File: src/design/assert_macros.svh
// ----------------------------------------------------------------------------
// assert_macros.svh
// Assertion shorthands shared by the trajectory generator RTL.
// ----------------------------------------------------------------------------
`ifndef ASSERT_MACROS_SVH
`define ASSERT_MACROS_SVH

// same-cycle implication
`define STG_ASSERT_IMP(name, ck, rn, ante, cons) \
	name: assert property (@(posedge ck) disable iff (!rn) (ante) |-> (cons)) \
		else $error("assertion failed");

// next-cycle implication
`define STG_ASSERT_NXT(name, ck, rn, ante, cons) \
	name: assert property (@(posedge ck) disable iff (!rn) (ante) |=> (cons)) \
		else $error("assertion failed");

`endif

File: src/design/stg_pkg.sv
// ----------------------------------------------------------------------------
// stg_pkg
// Types, constants and the division step function of the sinusoidal trajectory generator.
// ----------------------------------------------------------------------------
package stg_pkg;

	localparam int DATA_WIDTH_DEF  = 32;
	localparam int SINE_STAGES_DEF = 24;
	localparam int DIV_STEPS       = 64;
	localparam int MUL_LAT         = 3;
	localparam int ATAN_DEPTH      = 40;

	localparam logic signed [34:0] PI_Q30    = 35'sd3373259426;
	localparam logic signed [34:0] INVPI_Q32 = 35'sd1367130551;
	localparam logic signed [32:0] GAIN_Q30  = 33'sd652032874;

	localparam logic [29:0] ATAN_TAB [ATAN_DEPTH] = '{
		30'd536870912, 30'd316933406, 30'd167458907, 30'd85004756, 30'd42667331,
		30'd21354465, 30'd10679838, 30'd5340245, 30'd2670163, 30'd1335087,
		30'd667544, 30'd333772, 30'd166886, 30'd83443, 30'd41722, 30'd20861,
		30'd10430, 30'd5215, 30'd2608, 30'd1304, 30'd652, 30'd326, 30'd163,
		30'd81, 30'd41, 30'd20, 30'd10, 30'd5, 30'd3, 30'd1, 30'd1,
		30'd0, 30'd0, 30'd0, 30'd0, 30'd0, 30'd0, 30'd0, 30'd0, 30'd0
	};

	typedef enum logic [2:0] {
		REG_DURATION  = 3'd0,
		REG_START_POS = 3'd1,
		REG_END_POS   = 3'd2,
		REG_START_VEL = 3'd3,
		REG_END_VEL   = 3'd4
	} stg_reg_e;

	typedef enum logic [2:0] {
		D_IDLE,
		D_MUL_DP,
		D_DIV,
		D_MUL_VS,
		D_MUL_K1,
		D_MUL_K,
		D_MUL_P1,
		D_MUL_AP
	} stg_dstate_t;

	typedef struct packed {
		logic [31:0] rem;
		logic [63:0] dq;
	} stg_dstep_t;

	typedef struct packed {
		stg_dstep_t  st;
		logic [31:0] t;
	} stg_div_t;

	typedef struct packed {
		logic signed [32:0] x;
		logic signed [32:0] y;
		logic signed [33:0] z;
		logic               flip;
		logic [31:0]        t;
		logic [62:0]        tau;
	} stg_rot_t;

	typedef struct packed {
		logic               busy;
		logic [31:0]        dur;
		logic signed [31:0] p0;
		logic signed [31:0] v0;
		logic signed [32:0] dv;
		logic signed [31:0] amp;
		logic [31:0]        inv;
		logic signed [61:0] k;
		logic signed [61:0] ap;
	} stg_coef_t;

	function automatic stg_dstep_t div_step(input stg_dstep_t s, input logic [31:0] d);
		logic [32:0] cand;
		logic [32:0] diff;
		logic        ge;
		stg_dstep_t  r;
		cand   = {s.rem, s.dq[63]};
		diff   = cand - {1'b0, d};
		ge     = cand >= {1'b0, d};
		r.rem  = ge ? diff[31:0] : cand[31:0];
		r.dq   = {s.dq[62:0], ge};
		return r;
	endfunction

endpackage

File: src/design/stg_div_cell.sv
// ----------------------------------------------------------------------------
// stg_div_cell
// One restoring-division step: one quotient bit of time_point * 2^32 / T.
// ----------------------------------------------------------------------------
module stg_div_cell import stg_pkg::*; (
	input  logic        clk,
	input  logic        arst_n,
	input  logic        en,
	input  logic [31:0] divisor,
	input  logic        up_valid,
	input  stg_div_t    up_data,
	output logic        dn_valid,
	output stg_div_t    dn_data
);

	logic     valid_q;
	stg_div_t data_q;

	always_ff @(posedge clk or negedge arst_n) begin
		if (!arst_n) begin
			valid_q <= 1'b0;
		end else if (en) begin
			valid_q <= up_valid;
		end
	end

	always_ff @(posedge clk) begin
		if (en) begin
			data_q.st <= div_step(up_data.st, divisor);
			data_q.t  <= up_data.t;
		end
	end

	assign dn_valid = valid_q;
	assign dn_data  = data_q;

endmodule

File: config.mk
export PLATFORM = sky130hd
export DESIGN_NAME = stg_div_cell
export DESIGN_NICKNAME = d
export VERILOG_FILES = /design/src/design/assert_macros.svh /design/src/design/stg_pkg.sv /design/src/design/stg_div_cell.sv
export SDC_FILE = /design/constraint.sdc
export NUM_CORES = 1
export LEC_CHECK = 0
export ABC_AREA = 1
export BUFFER_PORTS_ARGS = -buffer_cell sky130_fd_sc_hd__buf_4
export CORE_UTILIZATION = 47
export CTS_BUF_LIST = sky130_fd_sc_hd__clkbuf_16
export DETAILED_ROUTE_END_ITERATION = 10
export PLACE_DENSITY = 0.79
export SLEW_MARGIN = 20
export SYNTH_ARGS = -nofsm -noshare
export SYNTH_HDL_FRONTEND = slang
export SYNTH_SLANG_ARGS = --single-unit
File: constraint.sdc
create_clock -name clk -period 2.2 [get_ports clk]
set_input_delay 0.22 -clock clk [delete_from_list [all_inputs] [get_ports clk]]
set_output_delay 0.22 -clock clk [all_outputs]
set_load 0.01 [all_outputs]
## Word-level counts from Yosys, hierarchy flattened

Index checks and enable logic that the tools add are counted.

- Register bits: 129
- Word-level logic and storage cells: 7
- Output and inout port bits: 129

- Order comparisons: 1
- Muxes and demuxes: 1
- Add/sub/neg operators: 1

Operators by type and width:

| kind | number |
|---|---|
| 33-bit by 32-bit >= comparator with 1-bit output | 1 |
| 32-bit 2-to-1 mux | 1 |
| 32-bit subtractor | 1 |

## Longest topological paths before layout

- Depth after elaboration: 2
- Gate-level depth with buffers: 16
- Depth with buffers taken out: 14

## Least setup slack after synthesis

Ideal clock, no wire load.

- Kind: in2reg
- Start point: in up_data[95] in the netlist's numbering
- End point: reg data_q, in the netlist dn_data[112] (data pin)
- Stages on the path: 13
- Arrival time: 1.565 ns
- Setup slack: 0.382 ns
- Buffers on the path: 0
- Data required time: 1.948 ns
- Cell sequence: inv_1 > ha_1 > fa_1 > inv_1 > nand3_1 > nand3_1 > nand2_1 > nand3_1 > nand3_1 > nand2_1 > nand2_1 > nand3_2 > nand2_1

- Word-level cells in the longest chain between the ends: 2
- Elaborated cells between the ends (all ways): 3
- Classes of those cells: 1 x add/sub; 1 x order compare; 1 x mux

Ends and longest elaborated chain:

| what | RTL line | text |
|---|---|---|
| from (decl) | stg_div_cell.sv:11 | `input stg_div_t up_data,` |
| 32-bit subtractor / 33-bit by 32-bit >= comparator with 1-bit output (equally long branches) | stg_pkg.sv:82, stg_pkg.sv:83 |  |
| 32-bit 2-to-1 mux (*) | stg_pkg.sv:84 | `r.rem = ge ? diff[31:0] : cand[31:0];` |
| to (decl) | stg_div_cell.sv:17 | `stg_div_t data_q;` |

Mark *: on every way between the ends. The rest lies on a longest branch, timed or not.
A chain may end at the register's enable or synchronous reset.

## Worst setup path in the final report

- Start point: in divisor[0]
- End point: reg data_q, in the netlist dn_data[112] (data pin)

- Word-level cells in the longest chain between the ends: 2
- Elaborated cells between the ends (all ways): 3
- Classes of those cells: 1 x add/sub; 1 x order compare; 1 x mux

Ends and longest elaborated chain:

| what | RTL line | text |
|---|---|---|
| from (decl) | stg_div_cell.sv:9 | `input logic [31:0] divisor,` |
| 32-bit subtractor / 33-bit by 32-bit >= comparator with 1-bit output (equally long branches) | stg_pkg.sv:82, stg_pkg.sv:83 |  |
| 32-bit 2-to-1 mux (*) | stg_pkg.sv:84 |  |

Marks and branches as above.

==> flow_metrics.env <==
export IMPL_async_reset_ff_frac=0.00775
export IMPL_die_w_um=124
export IMPL_insertion_delay_ns=0.43
export IMPL_crit_type="primary input to register"
export IMPL_synthCells=777
export IMPL_grt_first_pass_wirelength_um=38500
export IMPL_yosys_warnings=0
export IMPL_cp_end_kind="register"
export IMPL_drv_cap=0
export IMPL_via_count=6909
export IMPL_nFillCells=957
export IMPL_fp_dieH_um=124
export IMPL_routed_wl_um=25400
export IMPL_power_density_nw_per_um2=688
export IMPL_period_share=0.870
export IMPL_p_int_mw=5.45
export IMPL_finalHoldViolations=0
export IMPL_grt_pass1_vias=6919
export IMPL_fmax_mhz=522
export IMPL_cts_htree_levels=4
export IMPL_p_leak_nw=5.64
export IMPL_ys_types=28
export IMPL_wl_per_cell_um=18.1
export IMPL_cts_buffers=17
export IMPL_period_minus_slack_ns=1.92
export IMPL_ys_seq_elements=129
export IMPL_hold_start="up_valid"
export IMPL_cts_setup_buffers=0
export IMPL_critPathRequiredTime_ns=2.38
export IMPL_worstHoldPathType="primary input to register"
export IMPL_critPathLaunchType="primary input"
export IMPL_first_iter_violations=513
export IMPL_seqPwrFrac=0.401
export IMPL_ys_seq_area_frac=0.549
export IMPL_grt_max_degree=51
export IMPL_fp_coreArea_sq_um=14600
export IMPL_antenna_found_initial=5
export IMPL_port_buffers=292
export IMPL_clock_root_buffer="clkbuf_16"
export IMPL_register_area_sq_um=3870
export IMPL_finalSetupTns_ns=0
export IMPL_pwr_share_clk=0.353
export IMPL_drive_above_1_share=0.310
export IMPL_relSlewSlack=0.655
export IMPL_drc_errors=0
export IMPL_cts_resized=0
export IMPL_syn_avg_cell_area_sq_um=9.06
export IMPL_grt_ovfl_total=0
export IMPL_clockBufferDepth=2
export IMPL_synth_edf_count=128
export IMPL_ff2ff_setup_slack_ns=1.45
export IMPL_r2r_start="dn_valid"
export IMPL_syn_area_sq_um=7040
export IMPL_drtPass1Iterations=7
export IMPL_cts_hold_fix_buffers=96
export IMPL_fin_util=0.766
export IMPL_ir_worst_vdd_mv=0.492
export IMPL_syn_num_nets=974
export IMPL_fin_worst_skew_ns=0
export IMPL_tightest_slew_ns=0.518
export IMPL_power_share_combinational=0.246
export IMPL_ant_nets=0
export IMPL_syn_to_final_growth_pct=58.7
export IMPL_slew_violations=0
export IMPL_grt_setup_unrepaired="no"
export IMPL_dp_hpwl_um=16700
export IMPL_p_sw_frac=0.292
export IMPL_worstPathArrival_ns=2.09
export IMPL_layout_nets=1403
export IMPL_gp_congestion=0.922
export IMPL_viasPerCell=4.91
export IMPL_outcome="complete, no violations"
export IMPL_clock_sinks=129
export IMPL_final_cell_mix="320 x buf_4, 274 x nand2_1, 150 x inv_1"
export IMPL_final_common_cell="buf_4"
export IMPL_multiInputGateArea_sq_um=2520
export IMPL_die_area_sq_um=15500
export IMPL_initial_core_util=0.483
export IMPL_clk_pin_slew_ns=0.06
export IMPL_setup_violations_final=0
export IMPL_p_switching_mw=2.24
export IMPL_synthFlopType="edfxtp_1"
export IMPL_place_area_sq_um=9660
export IMPL_rows=44
export IMPL_hold_worst_slack_ns=0.0342
export IMPL_worstSetupStartpoint="divisor[0]"
export IMPL_ios=293
export IMPL_grt_usage=0.330
export IMPL_finalInstanceArea_sq_um=11200
export IMPL_cts_tree="done"
export IMPL_path_max_fanout=3
==> sequential cells by signal, summed over array words and instances, names as in the netlist <==
name,flops
dn_data,128
dn_valid,1
==> worst paths after layout <==
check	to	cells after the start
max	dn_data[112]	13
min	dn_valid	2
max reg2reg	dn_valid	1
min reg2reg	dn_valid	1
max in group asynchronous	dn_valid	2
min in group asynchronous	dn_valid	2
==> synthesized netlist by cell type (all sizes together) (2+ instances only) <==
cell type | number | area (sq um)
o21ai | 2 | 10.0
a21oi | 21 | 105
ha | 32 | 400
xor2 | 13 | 114
buf | 10 | 86.3
nand2 | 279 | 1080
nand3b | 11 | 82.6
nor2 | 38 | 158
inv | 150 | 563
a21o | 2 | 15.0
nand4 | 3 | 18.8
nor3 | 9 | 60.1
nand3 | 67 | 390
edfxtp | 128 | 3840
and2 | 8 | 50.1
==> critical path: stages <==
cell	delay, ns
buf_4	0.11
ha_1	0.22
fa_1	0.42
inv_1	0.13
nand3_1	0.08
nand3_1	0.19
nand2_1	0.08
nand3_1	0.18
nand3_1	0.15
nand2_1	0.09
nand2_1	0.07
nand3_2	0.09
nand2_1	0.06
==> metrics by stage <==
stage	power, mW	worst slack (ns)	instances
floorplan	3.91	0.382	777
global placement	4.76	-0.0669	1275
detailed placement	4.79	-0.110	1275
CTS	7.55	0.312	1402
global route	7.98	0.137	1407
finish	7.69	0.285	1407
==> cell type report <==
type	count	share of cell area
multi-input cells	488	0.226
repair buffers	420	0.307
clock inverters	14	0.0106
well taps	184	0.0206
flip-flops and latches	129	0.346
inverters	150	0.0504
diodes	5	0.00112
clock buffers	17	0.0381
==> power by group through the flow <==
stage                     Clock (mW)  Combinational, mW  Sequential (mW)
final                           2.72               1.89             3.08
after global routing            2.84               2.04             3.10
after CTS                       2.64               1.84             3.06
after global placement             0               1.65             3.10
after detailed placement           0               1.68             3.11
after floorplan                    0              0.674             3.24
==> logic make-up (layout without fill, tap and decap cells) <==
group	count (synthesis)	count (layout)	share of synthesized area
other	0	5	0
adder cells (fa/ha/maj)	33	33	0.0597
AO/OA/AOI/OAI	25	25	0.0185
XOR/XNOR	14	14	0.0174
buffers and inverters	160	601	0.0922
flip-flops	129	129	0.549
multiplexers	1	1	0.00160
AND/OR/NAND/NOR	415	415	0.261
==> metal layers <==
| layer | up-vias | global-route usage | share of wire |
|---|---|---|---|
| li1 | 3339 | - | - |
| met1 | 3171 | 0.362 | 0.37 |
| met2 | 329 | 0.597 | 0.52 |
| met3 | 70 | 0.0812 | 0.068 |
| met4 | 0 | 0.152 | 0.034 |
| met5 | - | 0 | 0 |
Power figures use the tool's default switching activity.
