==> src/design/assert_macros.svh <==
// ----------------------------------------------------------------------------
// assert_macros.svh
// Assertion shorthands shared by the trajectory generator RTL.
// ----------------------------------------------------------------------------
`ifndef ASSERT_MACROS_SVH
`define ASSERT_MACROS_SVH

// same-cycle implication
`define STG_ASSERT_IMP(name, ck, rn, ante, cons) \
	name: assert property (@(posedge ck) disable iff (!rn) (ante) |-> (cons)) \
		else $error("assertion failed");

// next-cycle implication
`define STG_ASSERT_NXT(name, ck, rn, ante, cons) \
	name: assert property (@(posedge ck) disable iff (!rn) (ante) |=> (cons)) \
		else $error("assertion failed");

`endif

==> src/design/stg_pkg.sv <==
// ----------------------------------------------------------------------------
// stg_pkg
// Types, constants and the division step function of the sinusoidal trajectory generator.
// ----------------------------------------------------------------------------
package stg_pkg;

	localparam int DATA_WIDTH_DEF  = 32;
	localparam int SINE_STAGES_DEF = 24;
	localparam int DIV_STEPS       = 64;
	localparam int MUL_LAT         = 3;
	localparam int ATAN_DEPTH      = 40;

	localparam logic signed [34:0] PI_Q30    = 35'sd3373259426;
	localparam logic signed [34:0] INVPI_Q32 = 35'sd1367130551;
	localparam logic signed [32:0] GAIN_Q30  = 33'sd652032874;

	localparam logic [29:0] ATAN_TAB [ATAN_DEPTH] = '{
		30'd536870912, 30'd316933406, 30'd167458907, 30'd85004756, 30'd42667331,
		30'd21354465, 30'd10679838, 30'd5340245, 30'd2670163, 30'd1335087,
		30'd667544, 30'd333772, 30'd166886, 30'd83443, 30'd41722, 30'd20861,
		30'd10430, 30'd5215, 30'd2608, 30'd1304, 30'd652, 30'd326, 30'd163,
		30'd81, 30'd41, 30'd20, 30'd10, 30'd5, 30'd3, 30'd1, 30'd1,
		30'd0, 30'd0, 30'd0, 30'd0, 30'd0, 30'd0, 30'd0, 30'd0, 30'd0
	};

	typedef enum logic [2:0] {
		REG_DURATION  = 3'd0,
		REG_START_POS = 3'd1,
		REG_END_POS   = 3'd2,
		REG_START_VEL = 3'd3,
		REG_END_VEL   = 3'd4
	} stg_reg_e;

	typedef enum logic [2:0] {
		D_IDLE,
		D_MUL_DP,
		D_DIV,
		D_MUL_VS,
		D_MUL_K1,
		D_MUL_K,
		D_MUL_P1,
		D_MUL_AP
	} stg_dstate_t;

	typedef struct packed {
		logic [31:0] rem;
		logic [63:0] dq;
	} stg_dstep_t;

	typedef struct packed {
		stg_dstep_t  st;
		logic [31:0] t;
	} stg_div_t;

	typedef struct packed {
		logic signed [32:0] x;
		logic signed [32:0] y;
		logic signed [33:0] z;
		logic               flip;
		logic [31:0]        t;
		logic [62:0]        tau;
	} stg_rot_t;

	typedef struct packed {
		logic               busy;
		logic [31:0]        dur;
		logic signed [31:0] p0;
		logic signed [31:0] v0;
		logic signed [32:0] dv;
		logic signed [31:0] amp;
		logic [31:0]        inv;
		logic signed [61:0] k;
		logic signed [61:0] ap;
	} stg_coef_t;

	function automatic stg_dstep_t div_step(input stg_dstep_t s, input logic [31:0] d);
		logic [32:0] cand;
		logic [32:0] diff;
		logic        ge;
		stg_dstep_t  r;
		cand   = {s.rem, s.dq[63]};
		diff   = cand - {1'b0, d};
		ge     = cand >= {1'b0, d};
		r.rem  = ge ? diff[31:0] : cand[31:0];
		r.dq   = {s.dq[62:0], ge};
		return r;
	endfunction

endpackage

==> src/design/stg_cordic_cell.sv <==
// ----------------------------------------------------------------------------
// stg_cordic_cell
// One CORDIC rotation step towards zero residual angle.
// ----------------------------------------------------------------------------
module stg_cordic_cell import stg_pkg::*; #(
	parameter int STAGE = 0
) (
	input  logic     clk,
	input  logic     arst_n,
	input  logic     en,
	input  logic     up_valid,
	input  stg_rot_t up_data,
	output logic     dn_valid,
	output stg_rot_t dn_data
);

	logic               valid_q;
	stg_rot_t           data_q;
	stg_rot_t           nxt;
	logic signed [32:0] dx, dy;
	logic signed [33:0] at;

	always_comb begin
		dx  = up_data.y >>> STAGE;
		dy  = up_data.x >>> STAGE;
		at  = $signed({4'b0, ATAN_TAB[STAGE]});
		nxt = up_data;
		if (up_data.z >= 0) begin
			nxt.x = up_data.x - dx;
			nxt.y = up_data.y + dy;
			nxt.z = up_data.z - at;
		end else begin
			nxt.x = up_data.x + dx;
			nxt.y = up_data.y - dy;
			nxt.z = up_data.z + at;
		end
	end

	always_ff @(posedge clk or negedge arst_n) begin
		if (!arst_n) begin
			valid_q <= 1'b0;
		end else if (en) begin
			valid_q <= up_valid;
		end
	end

	always_ff @(posedge clk) begin
		if (en) begin
			data_q <= nxt;
		end
	end

	assign dn_valid = valid_q;
	assign dn_data  = data_q;

endmodule

==> config.mk <==
export PLATFORM = sky130hd
export DESIGN_NAME = stg_cordic_cell
export DESIGN_NICKNAME = d
export VERILOG_FILES = /design/src/design/assert_macros.svh /design/src/design/stg_pkg.sv /design/src/design/stg_cordic_cell.sv
export SDC_FILE = /design/constraint.sdc
export NUM_CORES = 1
export LEC_CHECK = 0
export BUFFER_PORTS_ARGS = -buffer_cell sky130_fd_sc_hd__buf_2
export CAP_MARGIN = 15
export CORE_UTILIZATION = 52
export DETAILED_ROUTE_END_ITERATION = 8
export PLACE_DENSITY = 0.82
export SYNTH_ARGS = -nofsm -noshare
export SYNTH_HDL_FRONTEND = slang
export SYNTH_SLANG_ARGS = --single-unit
==> constraint.sdc <==
create_clock -name clk -period 0.85 [get_ports clk]
set_input_delay 0.1275 -clock clk [delete_from_list [all_inputs] [get_ports clk]]
set_output_delay 0.1275 -clock clk [all_outputs]
set_load 0.03 [all_outputs]
==> results of run 1 <==
==> metrics by stage <==
stage | setup TNS (ns) | setup slack (ns)
3_5_place_dp | -138.14 | -2.09
3_3_place_gp | -130.51 | -2.01
2_1_floorplan | -81.20 | -1.54
==> cell usage after synthesis (5+ instances only) <==
cell and instances:
sky130_fd_sc_hd__o21bai_1 18, sky130_fd_sc_hd__o31a_1 6, sky130_fd_sc_hd__o21a_1 8, sky130_fd_sc_hd__edfxtp_1 195, sky130_fd_sc_hd__nand3_1 12, sky130_fd_sc_hd__nand2b_1 7
sky130_fd_sc_hd__clkbuf_1 14, sky130_fd_sc_hd__nor2b_1 12, sky130_fd_sc_hd__buf_1 5, sky130_fd_sc_hd__xnor2_1 60, sky130_fd_sc_hd__o21ai_1 13, sky130_fd_sc_hd__xor2_1 8
sky130_fd_sc_hd__o211ai_1 6, sky130_fd_sc_hd__nand4_1 9, sky130_fd_sc_hd__inv_1 92, sky130_fd_sc_hd__mux2i_1 12, sky130_fd_sc_hd__a211oi_1 13, sky130_fd_sc_hd__or3_1 11
sky130_fd_sc_hd__o22ai_1 7, sky130_fd_sc_hd__o21ai_0 46, sky130_fd_sc_hd__and2_1 6, sky130_fd_sc_hd__o31ai_1 5, sky130_fd_sc_hd__a21o_1 25, sky130_fd_sc_hd__ha_1 109
sky130_fd_sc_hd__nor3_1 24, sky130_fd_sc_hd__nand2_1 51, sky130_fd_sc_hd__buf_4 6, sky130_fd_sc_hd__buf_2 18, sky130_fd_sc_hd__nor2_1 72, sky130_fd_sc_hd__nor4_1 10
sky130_fd_sc_hd__a31oi_1 6, sky130_fd_sc_hd__a21oi_1 110
==> kinds of logic after synthesis <==
| logic type | count (synthesis) |
|---|---|
| AO/OA/AOI/OAI | 311 |
| AND/OR/NAND/NOR | 233 |
| flip-flops | 196 |
| buffers and inverters | 140 |
| adder cells (fa/ha/maj) | 113 |
| XOR/XNOR | 68 |
| multiplexers | 13 |
==> impl.org, run 1 <==
** Logic synthesis
- Register bit total from synthesis :: 196
- Mean instance size in the synthesized netlist :: between 10 and 15 um^2
- By area, the combinational part of the netlist is dominated by compound AO/OA/AOI/OAI gates.
- Multiplexer fraction of the synthesized cell area :: under 10%
- Count of synthesis-stage warnings from yosys :: 0
- Syn Std Cell Area :: roughly 12000 um^2
- After Yosys synthesis, and, or, nand and nor cells account for about a tenth of the synthesized area.
- Unique cell type count in the Yosys netlist :: 78
- The top cell type by area accounts for between 40 and 50% of the synthesized area.
- The synthesized netlist devotes roughly 18% of its cell area to compound gates.
- Dominant cell type by area after synthesis :: sky130_fd_sc_hd__edfxtp_1
- Dominant cells by area after synthesis :: sky130_fd_sc_hd__edfxtp_1 49%, sky130_fd_sc_hd__ha_1 11%, sky130_fd_sc_hd__a21oi_1 4.6%, sky130_fd_sc_hd__xnor2_1 4.4%, sky130_fd_sc_hd__inv_1 2.9%
- Fraction of registers with async set or reset after synthesis :: less than 1%
- Counting flops with a built-in enable in the synthesized netlist gives roughly 200.
- After Yosys synthesis, full adders, half adders and majority gates account for between 10% and 20% of the synthesized area.
- After synthesis, flip-flops and latches occupy around half of the total area.
- The synthesized netlist devotes around 5% of its cell area to XOR and XNOR gates.
- Counting every net in the synthesized netlist gives roughly 1.4k.
- Synthesized instance count :: 1074
- Most used DFF post-synth :: sky130_fd_sc_hd__edfxtp_1

** CTS
- CTS placed an instance of sky130_fd_sc_hd__clkbuf_16 at the clock tree root.
- The H-tree generated during clock tree synthesis spans 4 levels.
- Number of post-CTS setup repair buffers :: 36
- CTS Buffer Depth :: 2
- # clock sinks :: 196
- For this design, the CTS-stage hold fixing added roughly 120 buffers.
- The number of gates resized after CTS was ~560.
- TritonCTS created 17 clock buffers.

** Floorplanning
- The floorplan step set the die height to 153 um.
- Initial core utilization :: a little over half
- Die X-Extent :: 153 um
- 397 I/O pins were placed.
- Row generation in the floorplan step produced between 50 and 60 rows.

** Placed design
- In this run, placement finished with an instance count of roughly 2.1k.
- At the end of routability-driven placement, the weighted congestion stood at approximately 1.0.
- Quantity of I/O buffers inserted on ports :: approximately 400
- Once placement finished, the instance area stood at 17600 um^2.
- The wire-length estimate of the detail-placed layout is approximately 38 mm.

** Status
- Stop stage :: 4_1_cts
- Status :: stopped before the end
- Log Error :: [ERROR DPL-0033] detailed placement checks failed during check placement.
==> inputs of run 2 (changes only) <==
- CORE_UTILIZATION: 52 -> 40
- PLACE_DENSITY: 0.82 -> unset
- PLACE_DENSITY_LB_ADDON: unset -> 0.15
==> run 2 against run 1 <==
The flow now finishes, with violations (setup timing). Synthesized area unchanged. Synthesized cell count unchanged.
==> impl.org, run 2 <==
** Status
- Status :: finished with violations
- The checks that failed: setup timing.

** Global routing
- Global-route total usage across every layer :: about a third
- Pin count of the biggest net entering global routing :: 53
- Global routing finished with a remaining overflow of 0.
- The number of global-route vias before repair was around 13k.
- First-pass GRT wire length :: approximately 77 mm
- The number of antenna violations at the first check in global routing came to 9.

** CTS
- The maximum buffer depth of the clock tree was 2 (unchanged).
- Clock-pin transition on the worst setup and hold timing paths :: 0.09 ns
- The total CTS buffers is 17 (unchanged).
- Htree depth :: 4 (unchanged)
- # clock sinks :: 196 (unchanged)
- In this run the clock root is driven by a sky130_fd_sc_hd__clkbuf_16.
- At the later pin of the worst-skew pair, clock insertion delay measures roughly 0.45 ns.
- TritonCTS clock tree :: built

** Layout
- Once layout is complete, the cells apart from fillers number between 2k and 2.5k.
- Most common cell after layout, fill and taps aside :: sky130_fd_sc_hd__buf_4
- Fill cell total of the finished layout :: about 1.8k
- Of the cells placed in the final design, the portion with a size suffix greater than 1 is 54.2%.
- Max reg flops :: between 150 and 200
- Post-layout nets :: roughly 2.3k
- Leaving out fill and tap cells, the most frequent cells in the layout are 364 x sky130_fd_sc_hd__buf_4, 223 x sky130_fd_sc_hd__buf_6, 195 x sky130_fd_sc_hd__edfxtp_1.
- Area delta synth->final :: 88.5%

** STA
- Setup repair after global routing could not meet its margin everywhere.
- Number of failing setup endpoints in the final timing report :: ~270
- The number of pins with negative max-slew slack in the final report was 0.
- Worst-Margin Slew :: ~0.48 ns
- Min Tclk post-route :: about 2.4 ns
- Final period utilization :: 283%
- On the final layout, the worst clock skew is 0 ns.
- Final hold vios :: 0
- Derived from the worst setup path, the maximum achievable clock frequency is between 0.4 and 0.5 GHz.
- Setup slack after layout :: -1.56 ns
- In this run the tightest slew margin relative to its limit is approximately two thirds.

** Critical path
- Kind of capture point of the worst setup path :: register
- Kind of critical path :: in2reg
- On the worst path, the slowest cell contributes a delay of around 0.46 ns.
- For the worst setup path, the data required time is between 1 and 1.5 ns.
- In this run the critical register-to-register path is launched from dn_valid.
- For the worst setup path, the data arrival time is around 2.6 ns.
- The slowest stage of the critical path is the sky130_fd_sc_hd__or3b_4 cell.
- Most frequent cell on the critical path :: sky130_fd_sc_hd__a211oi_2
- Along the worst path, the maximum fanout reaches 5.
- Type of origin of the critical path :: input pin
- Critical Path, Cell by Cell :: buf_12, inv_12, ha_4, and2b_2, nor4_4, a211oi_2, o2111ai_2, a21oi_2, or3b_4, a211oi_2, o22ai_1, xnor2_1
- Worst setup path startpoint :: up_data[134]

** Floorplanning
- I/O pin count :: 397 (unchanged)
- Die X-Extent :: 174 um (+14%)
- Die Outline Area :: 30400 um^2
- Standard-cell row count :: 62 (+15%)
- Placeable Area :: approximately 29000 um^2
- The starting density of the core is 41.1% (-13 points).
- Die height :: 174 um (+14%)

** Logic synthesis
- The number of synthesis warnings was 0 (unchanged).
- Dominant cells by area after synthesis :: sky130_fd_sc_hd__edfxtp_1 49%, sky130_fd_sc_hd__ha_1 11%, sky130_fd_sc_hd__a21oi_1 4.6%, sky130_fd_sc_hd__xnor2_1 4.4%, sky130_fd_sc_hd__inv_1 2.9%
- The number of enable flip-flop cells after synthesis is 195 (unchanged).
- The share of synthesized flip-flops with an asynchronous set or reset is 0.510% (unchanged).
- The share of synthesized cell area in full adder, half adder and majority cells is 12.1% (unchanged).
- The post-synthesis xor/xnor area fraction is 5.01% (unchanged).
- Of all cell types, the one taking the most synthesized area is sky130_fd_sc_hd__edfxtp_1.
- The area share of and/or/nand/nor cells after synthesis was 9.79% (unchanged).
- The post-synthesis register bit count is 196 (unchanged).
- Sequential element share of the synthesized area :: 49.5% (unchanged)
- Unique cell type count in the Yosys netlist :: 78 (unchanged)
- After synthesis, the largest family of logic cells by area is compound AO/OA/AOI/OAI gates.
- The post-synthesis instance area is 11900 um^2 (unchanged).
- Mean instance size in the synthesized netlist :: 11.1 um^2 (unchanged)
- The synthesized instance count came to 1074 (unchanged).
- sky130_fd_sc_hd__edfxtp_1 is the most common cell in the netlist.
- Most used standard cells in the synthesized netlist :: 195 x sky130_fd_sc_hd__edfxtp_1, 110 x sky130_fd_sc_hd__a21oi_1, 109 x sky130_fd_sc_hd__ha_1
- Yosys top cell area share :: 49.3% (unchanged)
- Complex-gate fraction of the synthesized area :: 17.6% (unchanged)
- The multiplexer share of the synthesized area was 1.11% (unchanged).
- Most used DFF post-synth :: sky130_fd_sc_hd__edfxtp_1
- The post-synthesis net count is 1387 (unchanged).

** Detailed routing
- The first routing iteration left just over 1k violations.
- Via density per instance :: 5.39
- The final layout contains routed wiring with a total length of approximately 56 mm.
- In the routed design, unresolved DRC markers number 0.
- The first detailed-routing pass took 5 iterations.
- Total number of vias :: between 10k and 15k
- Number of routed nets with antenna violations :: 0
- Average detailed-routed wire length per instance :: between 20 and 25 um

** Worst hold path
- Min-Delay Path Class :: in2reg
- Startpoint of the lowest-slack hold path :: en

** Placed design
- The cell count after placement was 2167 (+3.6%).
- The global placement routability congestion came to 0.921 (-7.8%).
- Quantity of I/O buffers inserted on ports :: 396 (unchanged)
- HPWL after detailed placement :: 35.3 mm (-8.1%)
- Worst setup slack after placement :: -2.10 ns (-0.00631 ns)

** Run
- Max-capacitance violation count :: 0

** Pwr
- Maximum VDD drop :: 1.58 mV
- For this design the static power due to leakage is about 0.0099 uW.
- Power density normalized to cell area :: ~1600 nW/um^2
==> run 2: cell counts after synthesis <==
No cell type changed its count.
==> run 2: critical path: cells and delay by family <==
family / cells / cell delay, ns
buffers and inverters: 2 / 0.13
AO/OA/AOI/OAI: 5 / 0.94
AND/OR/NAND/NOR: 3 / 0.96
adder cells (fa/ha/maj): 1 / 0.28
XOR/XNOR: 1 / 0.16
==> run 2: worst paths after layout <==
path / slack, ns / to / depth (start not counted)
setup / recovery: -1.56 / dn_data[194] / 12
hold reg to reg: 0.55 / dn_valid / 1
min in group asynchronous: 0.51 / dn_valid / 3
max in group asynchronous: 0.23 / dn_valid / 3
setup reg to reg: 0.06 / dn_valid / 1
hold / removal: 0.02 / dn_data[172] / 1
==> run 2: repair_timing <==
item,in CTS,in global routing
resized for setup,559,123
hold buffers,128,0
endpoints found under the setup margin,265,265
endpoints found under the hold margin,127,0
buffers inserted,27,24
pin swaps,82,84
gates cloned,6,0
==> run 2: kinds of logic after synthesis <==
kind of cell               Yosys count
AOI/OAI and AO/OA                  311
adders and majority gates          113
muxes                               13
and+or+nand+nor                    233
buffers and inverters              140
xor gates and xnor gates            68
DFF                                196
==> run 2: area by class of cell <==
class	instances	area (um^2)	area share, %
timing repair inverter	1	16.3	0.0726
multi-input combinational	738	6900	30.8
clock buffer	17	425	1.90
antenna	11	27.5	0.123
clock inverter	15	178	0.793
inverter	95	440	1.97
tap	384	480	2.14
sequential	196	5880	26.2
timing repair buffer	930	8060	36.0
==> run 2: report_power, final <==
part / internal [uW] / total (uW) / switching (uW)
Sequential: 12000 / 12700 / 716
Clock: 4010 / 8660 / 4650
Combinational: 7100 / 15000 / 7860
==> run 2: layer usage <==
layer | wire (um) | vias to the layer above | track usage (%) | part of all wire (%)
li1 | - | 5752 | - | -
met1 | 20900 | 6260 | 38.7 | 37
met2 | 29200 | 684 | 61.6 | 52
met3 | 3420 | 164 | 3.89 | 6.1
met4 | 3000 | 0 | 14.9 | 5.3
met5 | 0 | - | 0 | 0
==> run 2: metrics by stage <==
| step | cell area (um^2) | util, % | hold WS [ns] | TNS (ns) | power, uW |
|---|---|---|---|---|---|
| after CTS | 21700 | 75.0 | 0.00763 | -136.54 | 34800 |
| after floorplan | 12600 | - | -0.168 | -81.20 | 18700 |
| final | 22400 | 77.5 | 0.0202 | -145.87 | 36300 |
| after detailed placement | 17500 | 60.5 | -0.0880 | -146.60 | 23700 |
| after global placement | 17500 | 60.5 | -0.0881 | -146.94 | 23600 |
| after global routing | 22400 | 77.4 | 0.0145 | -151.17 | 37300 |
Power figures use the tool's default switching activity.
==> inputs of run 3 (changes only) <==
- CORE_MARGIN: unset -> 4
==> run 3 against run 2 <==
The flow still finishes with violations (setup timing). Global-route usage is 1.4 points lower. Combinational power about the same. Total power is 1.1% lower. Die area up 7.0%. Wire length about the same. Worst hold slack better by 0.040 ns. First-iteration DRC count increased by 25%. Final area shrank 0.10%. Clock skew unchanged. Clock power is 2.9% lower. Critical path type unchanged. Largest cell class unchanged.
==> impl.org, run 3 (same netlist as run 2, synthesis figures left out) <==
** STA
- The tightest slew margin relative to the limit was 50.6% (-17 points).
- The final-report hold violation count was 0 (unchanged).
- The actual slew at the worst max-slew pin is 0.735 ns (+0.254 ns).
- Min Tclk post-route :: 2.30 ns (-0.106 ns)
- The post-route fraction of the period consumed by the critical path is 271% (-13 points).
- Setup slack after layout :: -1.45 ns (+0.106 ns)
- The clock skew came to 0 ns (unchanged).
- The number of pins with negative max-slew slack in the final report is 0 (unchanged).
- Setup repair after global routing missed its margin :: true
- Highest attainable clock frequency :: 0.434 GHz (+4.6%)
- The number of setup violations in the final report was 265 (unchanged).

** Layout
- Share of post-route cells with drive strength above 1 :: 53.3% (-0.87 points)
- Multi-input logic area :: 6790 um^2 (-1.7%)
- Commonest cells after routing, fill and taps aside :: 369 x sky130_fd_sc_hd__buf_4, 225 x sky130_fd_sc_hd__buf_6, 195 x sky130_fd_sc_hd__edfxtp_1
- The post-route standard cell area excluding fillers came to 22400 um^2 (-0.10%).
- The flip-flop count of the largest register, all copies and words added is 195 (unchanged).
- The number of nets in the final layout is 2303 (+0.48%).
- Storage cell area :: 5880 um^2 (unchanged)
- Leaving out fill and tap cells, the most frequent cell in the layout is sky130_fd_sc_hd__buf_4.
- Area delta synth->final :: 88.3%
- The number of non-filler instances in the completed layout was 2401 (+0.59%).
- Post-route core utilization :: 77.2% (-0.28 points)
- Fill cell total of the finished layout :: 1779 (-1.0%)

** Placed design
- The cell count after placement was 2189 (+1.0%).
- Worst setup slack after placement :: -2.03 ns (+0.0700 ns)
- The post-DP HPWL was 37.2 mm (+5.3%).
- Quantity of I/O buffers inserted on ports :: 396 (unchanged)
- The area after detailed placement was 17800 um^2 (+1.4%).
- Final weighted congestion in routability-driven placement :: 0.940 (+2.1%)

** Pwr
- The post-layout total power came to 35900 uW (-1.1%).
- The power per cell area was 1600 nW/um^2 (-1.0%).
- The leakage power of the design is 0.00989 uW (+0.32%).
- Maximum VDD drop :: 1.47 mV (-6.9%)

** Global routing
- The global routing usage summed across all routing layers came to 32.0% (-1.4 points).
- First-pass GRT wire length :: 80.6 mm (+5.1%)
- Antenna violations before repair :: 13 (+4)
- The maximum number of pins on one net before global-route repair came to 23 (-57%).
- The number of global-route vias before repair came to 13.1k (+0.12%).
- The sum of overflow across all layers after global routing was 0 (unchanged).

** Critical path
- Type of origin of the critical path :: input pin
- Worst endpoint required time :: 1.04 ns (about the same)
- The critical path is of the in2reg type.
- Critical Path Slowest Stage Cell :: sky130_fd_sc_hd__or3b_4
- The endpoint identified for the worst register-to-register timing path is dn_valid.
- The total buffers and inverters traversed by the critical path is 4 (+2).
- The kind of cell with the highest combined delay along the critical path is compound AO/OA/AOI/OAI gates.
- In this run the critical register-to-register path is launched from dn_valid.
- Worst setup slack for register-to-register paths :: 0 ns (-0.06 ns)
- STA classifies the critical path endpoint as a register.
- Critical Path, Cell by Cell :: buf_8, clkinvlp_4, ha_4, nor2b_4, o311ai_4, a211oi_2, o2111ai_2, a21oi_2, or3b_4, buf_4, buf_6, nor2_2, nor2_1, xnor2_1
- The arrival time of data at the critical path endpoint is 2.49 ns (-0.12 ns).
- Number of cells traversed by the worst register-to-register path :: 1 (unchanged)
- The maximum fanout along the worst path was 4 (-1).
- Highest cell delay on the worst timing path :: 0.48 ns (+0.02 ns)

** Status
- The flow ran to the end, but the final reports show violations.
- The final reports fail on setup timing.

** CTS
- CTS Buffer Depth :: 2 (unchanged)
- TritonCTS built the clock tree.
- Clock latency at the later pin of the worst-skew pair :: 0.44 ns (about the same)
- The tree is rooted in a sky130_fd_sc_hd__clkbuf_16.
- The number of clock sinks was 196 (unchanged).
- Htree depth :: 4 (unchanged)
- The total CTS buffers came to 17 (unchanged).
- The register clock-pin slew on the reported worst setup and hold paths came to 0.08 ns (about the same).

** Worst hold path
- The path with the worst hold slack has its endpoint at dn_data[172].
- Min-Delay Path Class :: in2reg
- In this run the most critical hold path is launched from en.
- The hold-critical path depth came to 2 (+1).

** Floorplanning
- The count of pins on the block boundary was 397 (unchanged).
- Standard-cell row count :: 62 (unchanged)
- The starting density of the core came to 41.0% (-0.11 points).
- The die extent in x was 180 um (+3.4%).
- Placeable Area :: 29000 um^2 (+0.27%)
- The die boundary height was 180 um (+3.4%).
- The die area came to 32500 um^2 (+7.0%).

** Run
- The max capacitance violation total was 0 (unchanged).

** Detailed routing
- The vias per cell was 5.38 (-0.13%).
- Detailed-routing iteration count for the pre-antenna-repair pass :: 5 (unchanged)
- Number of routed nets with antenna violations :: 0 (unchanged)
- DRC violations left :: 0 (unchanged)
- Detailed-route wire length :: 56.5 mm (about the same)
- Average detailed-routed wire length per instance :: 23.5 um (-0.57%)
- Violation count after the first detailed-routing iteration :: 1259 (+25%)
- Total number of vias :: 12.9k (+0.45%)
-- run 3: changes by cell type in the layout (fill, tap and decap cells not counted), sizes merged --
| cell | change |
|---|---|
| buf | +12 |
| diode | +4 |
| clkinv | -3 |
| clkinvlp | +1 |
-- run 3: layout make-up --
class	count	area share, %
Multi-Input combinational cell	738	30.3
Inverter	95	1.93
Tap cell	384	2.15
Clock buffer	17	1.90
Clock inverter	14	0.687
Sequential cell	196	26.3
Antenna cell	15	0.168
Timing Repair Buffer	942	36.6
-- run 3: per-stage QoR --
stage | TNS, ns | hold slack (ns)
floorplan | -81.20 | -0.168
global placement | -125.10 | -0.0976
detailed placement | -128.23 | -0.0924
CTS | -135.02 | 0.0345
global route | -149.61 | 0.0431
finish | -139.74 | 0.0603
-- run 3: how the worst max path moves through the flow --
stage                            start  slack, ns      endpoint  cells past startpoint
after floorplan           up_data[130]      -1.54  dn_data[160]                     12
after global placement    up_data[147]      -1.98  dn_data[162]                     14
after detailed placement  up_data[130]      -2.03  dn_data[160]                     13
after CTS                 up_data[134]      -1.45  dn_data[194]                     12
after global routing      up_data[131]      -1.56  dn_data[194]                     12
final                     up_data[131]      -1.45  dn_data[153]                     14
-- run 3: what timing repair did --
action / 4_1_cts / 5_1_grt
pin swaps: 113 / 72
gates resized for setup: 573 / 67
cloned: 3 / 2
buffers inserted: 25 / 17
hold buffers: 128 / 0
endpoints found under the hold margin: 127 / 0
setup endpoints to repair: 265 / 265
-- run 3: power by group --
| group | switching, uW | internal (uW) | total [uW] |
|---|---|---|---|
| Clock | 4450 | 3960 | 8410 |
| Combinational | 7780 | 7060 | 14800 |
| Sequential | 673 | 12000 | 12700 |
| Total | 12900 | 23000 | 35900 |
-- run 3: layer usage --
layer | up-vias | GRT usage [%] | share of wire (%)
met5 | - | 0 | 0
met3 | 164 | 5.31 | 6.1
met4 | 0 | 13.9 | 5.0
met2 | 686 | 58.2 | 52
met1 | 6292 | 37.2 | 37
li1 | 5776 | - | -
